**config.mk**
```make
export PLATFORM = sky130hd
export DESIGN_NAME = m3i_queue
export DESIGN_NICKNAME = d
export VERILOG_FILES = /design/src/rtl/m3i_pkg.sv /design/src/rtl/m3i_queue.sv
export SDC_FILE = /design/constraint.sdc
export NUM_CORES = 1
export LEC_CHECK = 0
export BUFFER_PORTS_ARGS = -buffer_cell sky130_fd_sc_hd__buf_2
export CAP_MARGIN = 0
export CORE_UTILIZATION = 48
export CTS_CLUSTER_DIAMETER = 150
export DETAILED_ROUTE_END_ITERATION = 7
export MAX_ROUTING_LAYER = met4
export PLACE_DENSITY = 0.75
export RECOVER_POWER = 100
export REMOVE_ABC_BUFFERS = 1
export SLEW_MARGIN = 15
export SYNTH_ARGS = -nofsm -noshare
export SYNTH_HDL_FRONTEND = slang
export SYNTH_SLANG_ARGS = --single-unit
```
**constraint.sdc**
```tcl
create_clock -name clk -period 1.9 [get_ports clk]
set_input_delay 0.285 -clock clk [delete_from_list [all_inputs] [get_ports clk]]
set_output_delay 0.285 -clock clk [all_outputs]
set_load 0.03 [all_outputs]
```
**src/rtl/m3i_pkg.sv**
```systemverilog
// Package for the 3x3 fixed-point matrix inverse: shared constants, the
// cofactor index table and the queue status type. No dependencies.
package m3i_pkg;

    localparam int unsigned DATA_WIDTH_DEF = 32;
    localparam int unsigned FRAC_BITS_DEF  = 16;
    localparam int unsigned N_ELEM         = 9;
    localparam int unsigned QUEUE_DEPTH    = 2;
    localparam int unsigned FRONT_STAGES   = 7;

    // Each cofactor is elem[a]*elem[b] - elem[c]*elem[d].
    localparam int unsigned COF_IDX [N_ELEM][4] = '{
        '{4, 8, 5, 7}, '{2, 7, 1, 8}, '{1, 5, 2, 4},
        '{5, 6, 3, 8}, '{0, 8, 2, 6}, '{2, 3, 0, 5},
        '{3, 7, 4, 6}, '{1, 6, 0, 7}, '{0, 4, 1, 3}
    };

    // Cofactors used for the first-row expansion of the determinant.
    localparam int unsigned DET_COF [3] = '{0, 3, 6};

    typedef struct packed {
        logic full;
        logic empty;
    } q_status_t;

    // Width of one queue entry: singular, |det|, quotient signs, |cofactors|.
    function automatic int unsigned q_width(input int unsigned w);
        return 1 + (3 * w + 2) + N_ELEM + N_ELEM * (2 * w + 1);
    endfunction

endpackage

```
**src/rtl/m3i_queue.sv**
```systemverilog
// Short queue that decouples the front and back parts of the inverse.
// Depends on m3i_pkg for the status type.
module m3i_queue #(
    parameter int unsigned WIDTH = 8,
    parameter int unsigned DEPTH = m3i_pkg::QUEUE_DEPTH
) (
    input  logic                clk,
    input  logic                rst_n,
    input  logic                push,
    input  logic [WIDTH-1:0]    push_data,
    input  logic                pop,
    output logic [WIDTH-1:0]    pop_data,
    output m3i_pkg::q_status_t  status
);
    import m3i_pkg::*;

    localparam int unsigned PW = (DEPTH > 1) ? $clog2(DEPTH) : 1;
    localparam int unsigned CNW = $clog2(DEPTH + 1);

    logic [WIDTH-1:0]   mem_reg [DEPTH];
    logic [PW-1:0]      wr_ptr_reg;
    logic [PW-1:0]      rd_ptr_reg;
    logic [CNW-1:0]     count_reg;
    logic               do_push;
    logic               do_pop;

    assign do_push = push && (count_reg != CNW'(DEPTH));
    assign do_pop  = pop && (count_reg != '0);

    always_ff @(posedge clk or negedge rst_n)
    begin
        if (!rst_n)
        begin
            wr_ptr_reg <= '0;
            rd_ptr_reg <= '0;
            count_reg  <= '0;
        end
        else
        begin
            if (do_push)
            begin
                wr_ptr_reg <= (wr_ptr_reg == PW'(DEPTH - 1)) ? '0 : wr_ptr_reg + 1'b1;
            end
            if (do_pop)
            begin
                rd_ptr_reg <= (rd_ptr_reg == PW'(DEPTH - 1)) ? '0 : rd_ptr_reg + 1'b1;
            end
            if (do_push && !do_pop)
            begin
                count_reg <= count_reg + 1'b1;
            end
            else if (do_pop && !do_push)
            begin
                count_reg <= count_reg - 1'b1;
            end
        end
    end

    always_ff @(posedge clk)
    begin
        if (do_push)
        begin
            mem_reg[wr_ptr_reg] <= push_data;
        end
    end

    assign pop_data     = mem_reg[rd_ptr_reg];
    assign status.full  = (count_reg == CNW'(DEPTH));
    assign status.empty = (count_reg == '0);

endmodule

```
==> reports/qor.txt, run 1 <==
Fin nets -> 84
Die height -> 42.36 microns
Dpl hpwl -> 803.2 microns
RSZ-0062 raised after global routing -> false
Area post-placement -> 909.6 sq um
Starting Density -> 51.91%
Comb power frac -> 39.6%
Final setup fails -> 0
Sequential share of power -> 47.6%
Port Buffer Count -> 21
Post-route setup TNS -> 0 ps
Placed cells -> 81
WL/cell -> 12.79 microns
Count of final hold-check violations -> 0
Measured slew at the worst slew-check pin -> 472.1 ps
CTS clk-pin slew, worst paths -> 100 ps
Wirelength, routed -> 1100 microns
Clk pwr share -> 12.8%
H-tree depth -> 1
Worst path arrival time -> 1450 ps
IO Count -> 22
Synth top area share -> 61.44%
Post-route design area -> 933.4 sq um
Post-Synth XOR/XNOR Area -> 6.560%
Number of global-route vias before repair -> 447
Global route total overflow -> 0
Die ar. -> 0.001794 sq mm
Initial drt markers -> 7
CTS tree -> done
Post-Synth Simple-Gate Area -> 3.840%
Multi-input logic area -> 186.4 sq um
Worst hold path class -> input pin to register
Maximum capacitance violations -> 0
Final setup margin -> 164.4 ps
Multiplexer share of the synthesized area -> 11.52%
Synth cell types -> 15
Power Total -> 1.485 mW
Ys Warns -> 0
Cell Int Power -> 0.9087 mW
Via count -> 432
Initial antenna violation count -> 0
GP Congestion -> 0.6467
Final Cycle Share -> 91.35%
Fin util -> 61.96%
Clock root cell -> clkbuf_4
Worst skew pair latency -> 280 ps
Area growth syn-to-layout -> 19.36%
Buffer count from post-CTS setup fixing -> 0
Clock Skew -> 0.7863 ps
Largest net degree at the start of global routing -> 12
WHS -> 180.5 ps
Maximum root-to-sink buffer count -> 2
Die W -> 42.36 microns
Run status -> finished clean
Largest family of logic cells by synthesized area -> multiplexers
First-pass GRT wire length -> 1897 microns
Synth top area cells -> edfxtp_1 61%, dfrtp_1 13%, mux2_1 8.6%, mux2_2 2.9%, xnor2_1 2.2%
Slew margin rel. -> 68.53%
Via density -> 5.023
Register area share after synthesis -> 74.24%
Switching pwr -> 0.5761 mW
Dpl ws -> 419.8 ps
Diode count -> 0
TritonCTS buffer count -> 3
F_max -> 0.5762 GHz
DRT Pass-1 Iters -> 4
Largest register FFs -> 16
Critical Path RT -> 1620 ps
Post-synthesis compound-gate area fraction -> 0.6400%
Layout Cells excl Fill -> 86
Cell taking the most area after synthesis -> edfxtp_1
Layout cells sized above 1 -> 31.43%
Remaining DRCs -> 0
Syn Inst Count -> 44
Leak -> 0.3811 nW
Switching Share -> 38.80%
Number of fill cells -> 120
Total GRT Usage -> 15.21%
Minimum clock period -> 1736 ps
Post-CTS resize count -> 0
Setup crit start kind -> register
Rows -> 14
Cts hold-fix bufs -> 1
Post-synthesis cell area -> 782.0 sq um
Avg Inst Size Synth -> 17.77 sq um
Max Slew Vio Count -> 0
Core area -> 0.001506 sq mm
Crit. End Element -> output port
Maximum fanout along the worst path -> 9
Peak VDD IR -> 1.036 mV
Flops & latches, synth -> 20
Synth Area in Adders -> 1.600%
Number of nets with antenna violations after routing -> 0
Pwr Density -> 1591 mW/mm^2
# clock sinks -> 20
Sequential Area -> 580.6 sq um
Setup CP Type -> register to output port
[kinds of logic after synthesis]
| kind of cell | Yosys count |
|---|---|
| xor gates and xnor gates | 5 |
| adders and majority gates | 1 |
| muxes | 8 |
| and+or+nand+nor | 6 |
| DFF | 20 |
| AOI/OAI and AO/OA | 1 |
| buffers and inverters | 3 |
[synth_stat cells]
master	count
ha_1	1
nand2b_1	1
inv_1	2
mux2_1	6
and3_1	1
edfxtp_1	16
xnor2_1	2
nor2_1	3
xnor2_2	1
buf_2	1
xor2_1	2
mux2_2	2
nand2_2	1
dfrtp_1	4
o21ai_1	1
[area by class of cell]
class                      instances  area share, %
clock inverter                     1         0.4021
clock buffer                       3          2.413
sequential                        20          62.20
inverter                           2         0.8043
timing repair buffer              23          12.06
tap                               16          2.145
multi-input combinational         21          19.97
[placed cells by master (no fill, tap or decap)]
master         count
edfxtp_1          16
buf_2              8
clkbuf_2           8
mux2_1             6
clkbuf_1           6
dfrtp_1            4
nor2_1             3
clkbuf_4           3
inv_1              2
mux2_2             2
xnor2_1            2
xor2_1             2
nand2b_1           1
nand2_1            1
o21ai_0            1
and3_1             1
xnor2_2            1
ha_1               1
clkinv_1           1
dlygate4sd3_1      1
[final timing paths]
check | start | end | slack (ps) | cells past startpoint
setup / recovery | rd_ptr_reg | pop_data[6] | 160 | 2
hold / removal | push_data[7] | mem_reg[0][7] | 180 | 1
setup reg to reg | count_reg[0] | mem_reg[0][0] | 320 | 4
hold reg to reg | count_reg[1] | count_reg[1] | 520 | 1
max in group asynchronous | rst_n | rd_ptr_reg | 1360 | 2
min in group asynchronous | rst_n | count_reg[0] | 360 | 2
[routing by layer]
| metal | vias to the layer above | share of wire [%] | global-route usage (%) | wire [microns] |
|---|---|---|---|---|
| met5 | - | 0 | - | 0 |
| met4 | 0 | 0.45 | 7.500 | 5 |
| met3 | 2 | 4.2 | 4.310 | 46 |
| met2 | 10 | 52 | 25.23 | 573 |
| met1 | 205 | 43 | 16.72 | 474 |
| li1 | 215 | - | - | - |
[power groups by stage]
stage / Combinational [mW] / Sequential (mW) / Clock [mW]
6_report: 0.588 / 0.706 / 0.190
2_1_floorplan: 0.463 / 0.694 / 0
4_1_cts: 0.613 / 0.712 / 0.203
5_1_grt: 0.638 / 0.727 / 0.215
3_5_place_dp: 0.613 / 0.720 / 0
3_3_place_gp: 0.599 / 0.713 / 0
[critical path: stages, from the launching register on]
cell,delay (ps)
dfrtp_1,590
mux2_2,390
clkbuf_2,180
Power figures use the tool's default switching activity.
==> run 2: changes to the inputs <==
Settings changed: CORE_UTILIZATION 48 to 34, PLACE_DENSITY 0.75 to 0.57.
==> run 2 against run 1 <==
Hold slack worse by 2.8 ps. Critical path depth stayed put. Clock power is 24% higher.
==> reports/qor.txt, run 2 (synthesis results as in run 1) <==
Clock root cell -> clkbuf_4
Number of nets with antenna violations after routing -> 0
Via density -> 4.222
Final setup fails -> 0
Most frequent cells in the layout -> 16 x edfxtp_1, 9 x clkbuf_1, 8 x clkbuf_2
Hold Path Sink -> mem_reg[0][5]
CTS tree -> done
Wirelength, routed -> 1121 microns
Largest net degree at the start of global routing -> 12
F_max -> 0.5708 GHz
Number of global-route vias before repair -> 434
R2r startpoint -> count_reg[0]
First-pass GRT wire length -> 1842 microns
Max Slew Vio Count -> 0
Leak -> 0.3824 nW
Layout cells sized above 1 -> 29.58%
Post-route setup TNS -> 0 ps
Core area -> 0.002191 sq mm
Reg-to-reg slack, setup -> 400 ps
Count of final hold-check violations -> 0
Slew margin rel. -> 72.53%
R2R depth -> 7
HP Start -> push_data[5]
Clock Skew -> 2.894 ps
Buffer count from post-CTS setup fixing -> 0
Starting Density -> 35.69%
Die height -> 49.96 microns
Remaining DRCs -> 0
DRT Pass-1 Iters -> 4
Diode count -> 0
Measured slew at the worst slew-check pin -> 412.1 ps
Run status -> finished clean
H-tree depth -> 1
# clock sinks -> 20
Maximum root-to-sink buffer count -> 2
Post-route design area -> 959.7 sq um
Area growth syn-to-layout -> 22.72%
Global route total overflow -> 0
Final setup margin -> 148.0 ps
GP Congestion -> 0.6593
Largest register FFs -> 16
Initial antenna violation count -> 0
Minimum clock period -> 1752 ps
Via count -> 418
Setup CP Type -> register to output port
Pwr Density -> 1596 mW/mm^2
Worst skew pair latency -> 290 ps
WL/cell -> 11.32 microns
Peak VDD IR -> 0.7753 mV
TritonCTS buffer count -> 3
CTS clk-pin slew, worst paths -> 100 ps
Crit. End Element -> output port
Die ar. -> 0.002496 sq mm
Final Cycle Share -> 92.21%
Most common cell after layout, fill and taps aside -> edfxtp_1
Area post-placement -> 932.1 sq um
Rows -> 17
RSZ-0062 raised after global routing -> false
Die W -> 49.96 microns
Crit path from -> rd_ptr_reg
Port Buffer Count -> 21
Fin nets -> 85
IO Count -> 22
Initial drt markers -> 5
Worst hold path class -> input pin to register
Worst path arrival time -> 1470 ps
Dpl ws -> 448.6 ps
RR Endpoint -> count_reg[1]
Fin util -> 43.80%
Critical Path RT -> 1620 ps
Maximum capacitance violations -> 0
Hold path cells -> 1
Maximum fanout along the worst path -> 9
Setup crit start kind -> register
Total GRT Usage -> 10.84%
## run 2: power by group
group	switching, mW	total, mW	internal [mW]
registers	0.0955	0.708	0.612
clock network	0.119	0.236	0.117
logic	0.367	0.589	0.221
## run 2: layout make-up
type                    instances  area [sq um]
fillers                       223          1231
flip-flops and latches         20         580.6
multi-input cells              21         186.4
repair buffers                 24         113.9
clock buffers                   4         36.28
well taps                      28         35.03
inverters                       2         7.507
## run 2: per-stage QoR
stage,power (mW),hold slack (ps),instances
2_1_floorplan,1.157,-10.59,43
3_3_place_gp,1.331,99.65,94
3_5_place_dp,1.339,99.03,94
4_1_cts,1.579,165.3,99
5_1_grt,1.635,147.7,99
6_report,1.532,177.7,99
## run 2: how the worst max path moves through the flow
stage                    endpoint  slack [ps]  cells past startpoint
finish                pop_data[6]         150                      2
CTS                   pop_data[6]         120                      2
detailed placement   count_reg[1]         450                      7
global route          pop_data[6]          40                      2
floorplan           mem_reg[0][0]         510                      3
global placement     count_reg[1]         470                      6
## run 2: worst max-delay path, stage by stage (launching register included)
cell and delay, ps:
dfrtp_1 610, mux2_2 390, clkbuf_2 180
## run 2: timing repair
action                    CTS  global route
resized for setup           0             0
hold buffers                1             0
hold endpoints to repair    4             0
## run 2: routing by layer
metal  vias to the layer above  GRT usage, %  wire length [microns]
met5                         -             -                      0
met4                         0         8.571                      9
met3                         2         3.086                     50
met2                        12         16.89                    568
met1                       193         11.44                    492
li1                        211             -                      -
==> run 3: changes to the inputs <==
Settings changed: CELL_PAD_IN_SITES_DETAIL_PLACEMENT set to 0, CELL_PAD_IN_SITES_GLOBAL_PLACEMENT set to 2, CTS_BUF_LIST set to sky130_fd_sc_hd__clkbuf_8 sky130_fd_sc_hd__clkbuf_16, PLACE_DENSITY 0.57 to 0.76.
==> run 3 against run 2 <==
Count of clock-buffer cells in the layout is 1 lower. Global-route usage is 0.13 points lower. Register-to-register slack worse by 70 ps. Clock skew hardly changed. First-iteration DRC count is 100% higher. Utilization is 0.23 points higher. Critical path depth stayed put. Die area stayed put. Via count is 4.5% higher.
==> reports/qor.txt, run 3 (synthesis results as in run 1) <==
Crit. End Element -> output port
Clock root cell -> clkbuf_8
Layout cells sized above 1 -> 28.57%
Most common cell after layout, fill and taps aside -> edfxtp_1
Number of global-route vias before repair -> 427
Leak -> 0.3829 nW
Clk pwr share -> 17.3%
TritonCTS buffer count -> 3
# clock sinks -> 20
Comb power frac -> 37.3%
Diode count -> 0
Number of fill cells -> 196
Slew margin rel. -> 67.26%
IO Count -> 22
Maximum root-to-sink buffer count -> 2
Via count -> 437
Clock Skew -> 2.744 ps
WL/cell -> 11.77 microns
Post-CTS resize count -> 0
Maximum capacitance violations -> 0
Starting Density -> 35.69%
Fin nets -> 84
Global route total overflow -> 0
Initial antenna violation count -> 0
Minimum clock period -> 1699 ps
Initial drt markers -> 10
Maximum fanout along the worst path -> 9
Cell Int Power -> 0.9714 mW
Measured slew at the worst slew-check pin -> 491.2 ps
Max Slew Vio Count -> 0
Peak VDD IR -> 0.6672 mV
Largest net degree at the start of global routing -> 12
Largest register FFs -> 16
Dpl hpwl -> 830.4 microns
Worst hold path class -> input pin to register
First-pass GRT wire length -> 1821 microns
Worst path arrival time -> 1410 ps
Via density -> 4.459
Die ar. -> 0.002496 sq mm
Cts hold-fix bufs -> 1
Remaining DRCs -> 0
Run status -> finished clean
Post-route setup TNS -> 0 ps
Number of nets with antenna violations after routing -> 0
Final setup margin -> 201.1 ps
H-tree depth -> 1
Pwr Density -> 1620 mW/mm^2
Total GRT Usage -> 10.71%
Dpl ws -> 424.0 ps
Wirelength, routed -> 1153 microns
Switching Share -> 37.85%
Die W -> 49.96 microns
Count of final hold-check violations -> 0
Die height -> 49.96 microns
Crit-path cells -> mux2_1 > clkbuf_1
Worst skew pair latency -> 250 ps
Switching pwr -> 0.5916 mW
Buffer count from post-CTS setup fixing -> 0
Final setup fails -> 0
Top cell family by delay on the critical path -> flip-flops
Core area -> 0.002191 sq mm
Setup crit start kind -> register
Rows -> 17
Critical Path RT -> 1620 ps
Sequential share of power -> 45.4%
Number of buffers and inverters on the critical path -> 1
Final Cycle Share -> 89.42%
DRT Pass-1 Iters -> 4
Port Buffer Count -> 21
CP max stage cell -> dfrtp_1
Area growth syn-to-layout -> 23.36%
CTS tree -> done
CTS clk-pin slew, worst paths -> 70 ps
F_max -> 0.5886 GHz
Most frequent cells in the layout -> 16 x edfxtp_1, 8 x buf_2, 8 x clkbuf_1
Setup CP Type -> register to output port
Reg-to-reg slack, setup -> 330 ps
RSZ-0062 raised after global routing -> false
Largest stage delay, worst path -> 590 ps
GP Congestion -> 0.6622
==> run 3: cell count changes in the layout (fill, tap and decap cells not counted) <==
cell and change:
clkbuf_2 -2, clkbuf_8 +2, clkbuf_1 -1, clkinv_1 +1, clkbuf_4 -3, buf_2 +2
==> run 3: layout make-up <==
type | instances | area, sq um | area share (%)
Timing Repair Buffer | 23 | 110.1 | 11.41
Tap cell | 28 | 35.03 | 3.632
Inverter | 2 | 7.507 | 0.7782
Sequential cell | 20 | 580.6 | 60.18
Multi-Input combinational cell | 21 | 186.4 | 19.33
Clock buffer | 3 | 41.29 | 4.280
Clock inverter | 1 | 3.754 | 0.3891
==> run 3: routing by layer <==
| metal | vias up | wire, microns | GRT usage (%) |
|---|---|---|---|
| met5 | - | 0 | - |
| met4 | 0 | 21 | 7.143 |
| met3 | 4 | 69 | 3.395 |
| li1 | 211 | - | - |
| met2 | 17 | 556 | 17.34 |
| met1 | 205 | 505 | 11.07 |
==> run 3: per-stage QoR <==
| step | utilization [%] | instances | area [sq um] | total power, mW | hold WS, ps |
|---|---|---|---|---|---|
| floorplan | - | 43 | 777.0 | 1.157 | -10.59 |
| global placement | 42.20 | 93 | 924.6 | 1.320 | 98.19 |
| detailed placement | 42.20 | 93 | 924.6 | 1.332 | 102.2 |
| CTS | 44.72 | 98 | 979.7 | 1.603 | 214.4 |
| global route | 44.03 | 98 | 964.7 | 1.646 | 211.4 |
| finish | 44.03 | 98 | 964.7 | 1.563 | 217.7 |
==> run 3: worst paths after layout <==
check | from | end | cells after the start
max | rd_ptr_reg | pop_data[0] | 2
min | push_data[3] | mem_reg[0][3] | 1
max reg2reg | count_reg[0] | mem_reg[0][5] | 4
min reg2reg | count_reg[1] | count_reg[1] | 1
max in group asynchronous | rst_n | rd_ptr_reg | 2
min in group asynchronous | rst_n | count_reg[1] | 2
==> run 3: power by group through the flow <==
stage	logic, mW	clock network (mW)	registers (mW)
finish	0.584	0.270	0.709
floorplan	0.463	0	0.694
global placement	0.605	0	0.716
detailed placement	0.611	0	0.721
CTS	0.615	0.275	0.713
global route	0.631	0.289	0.726
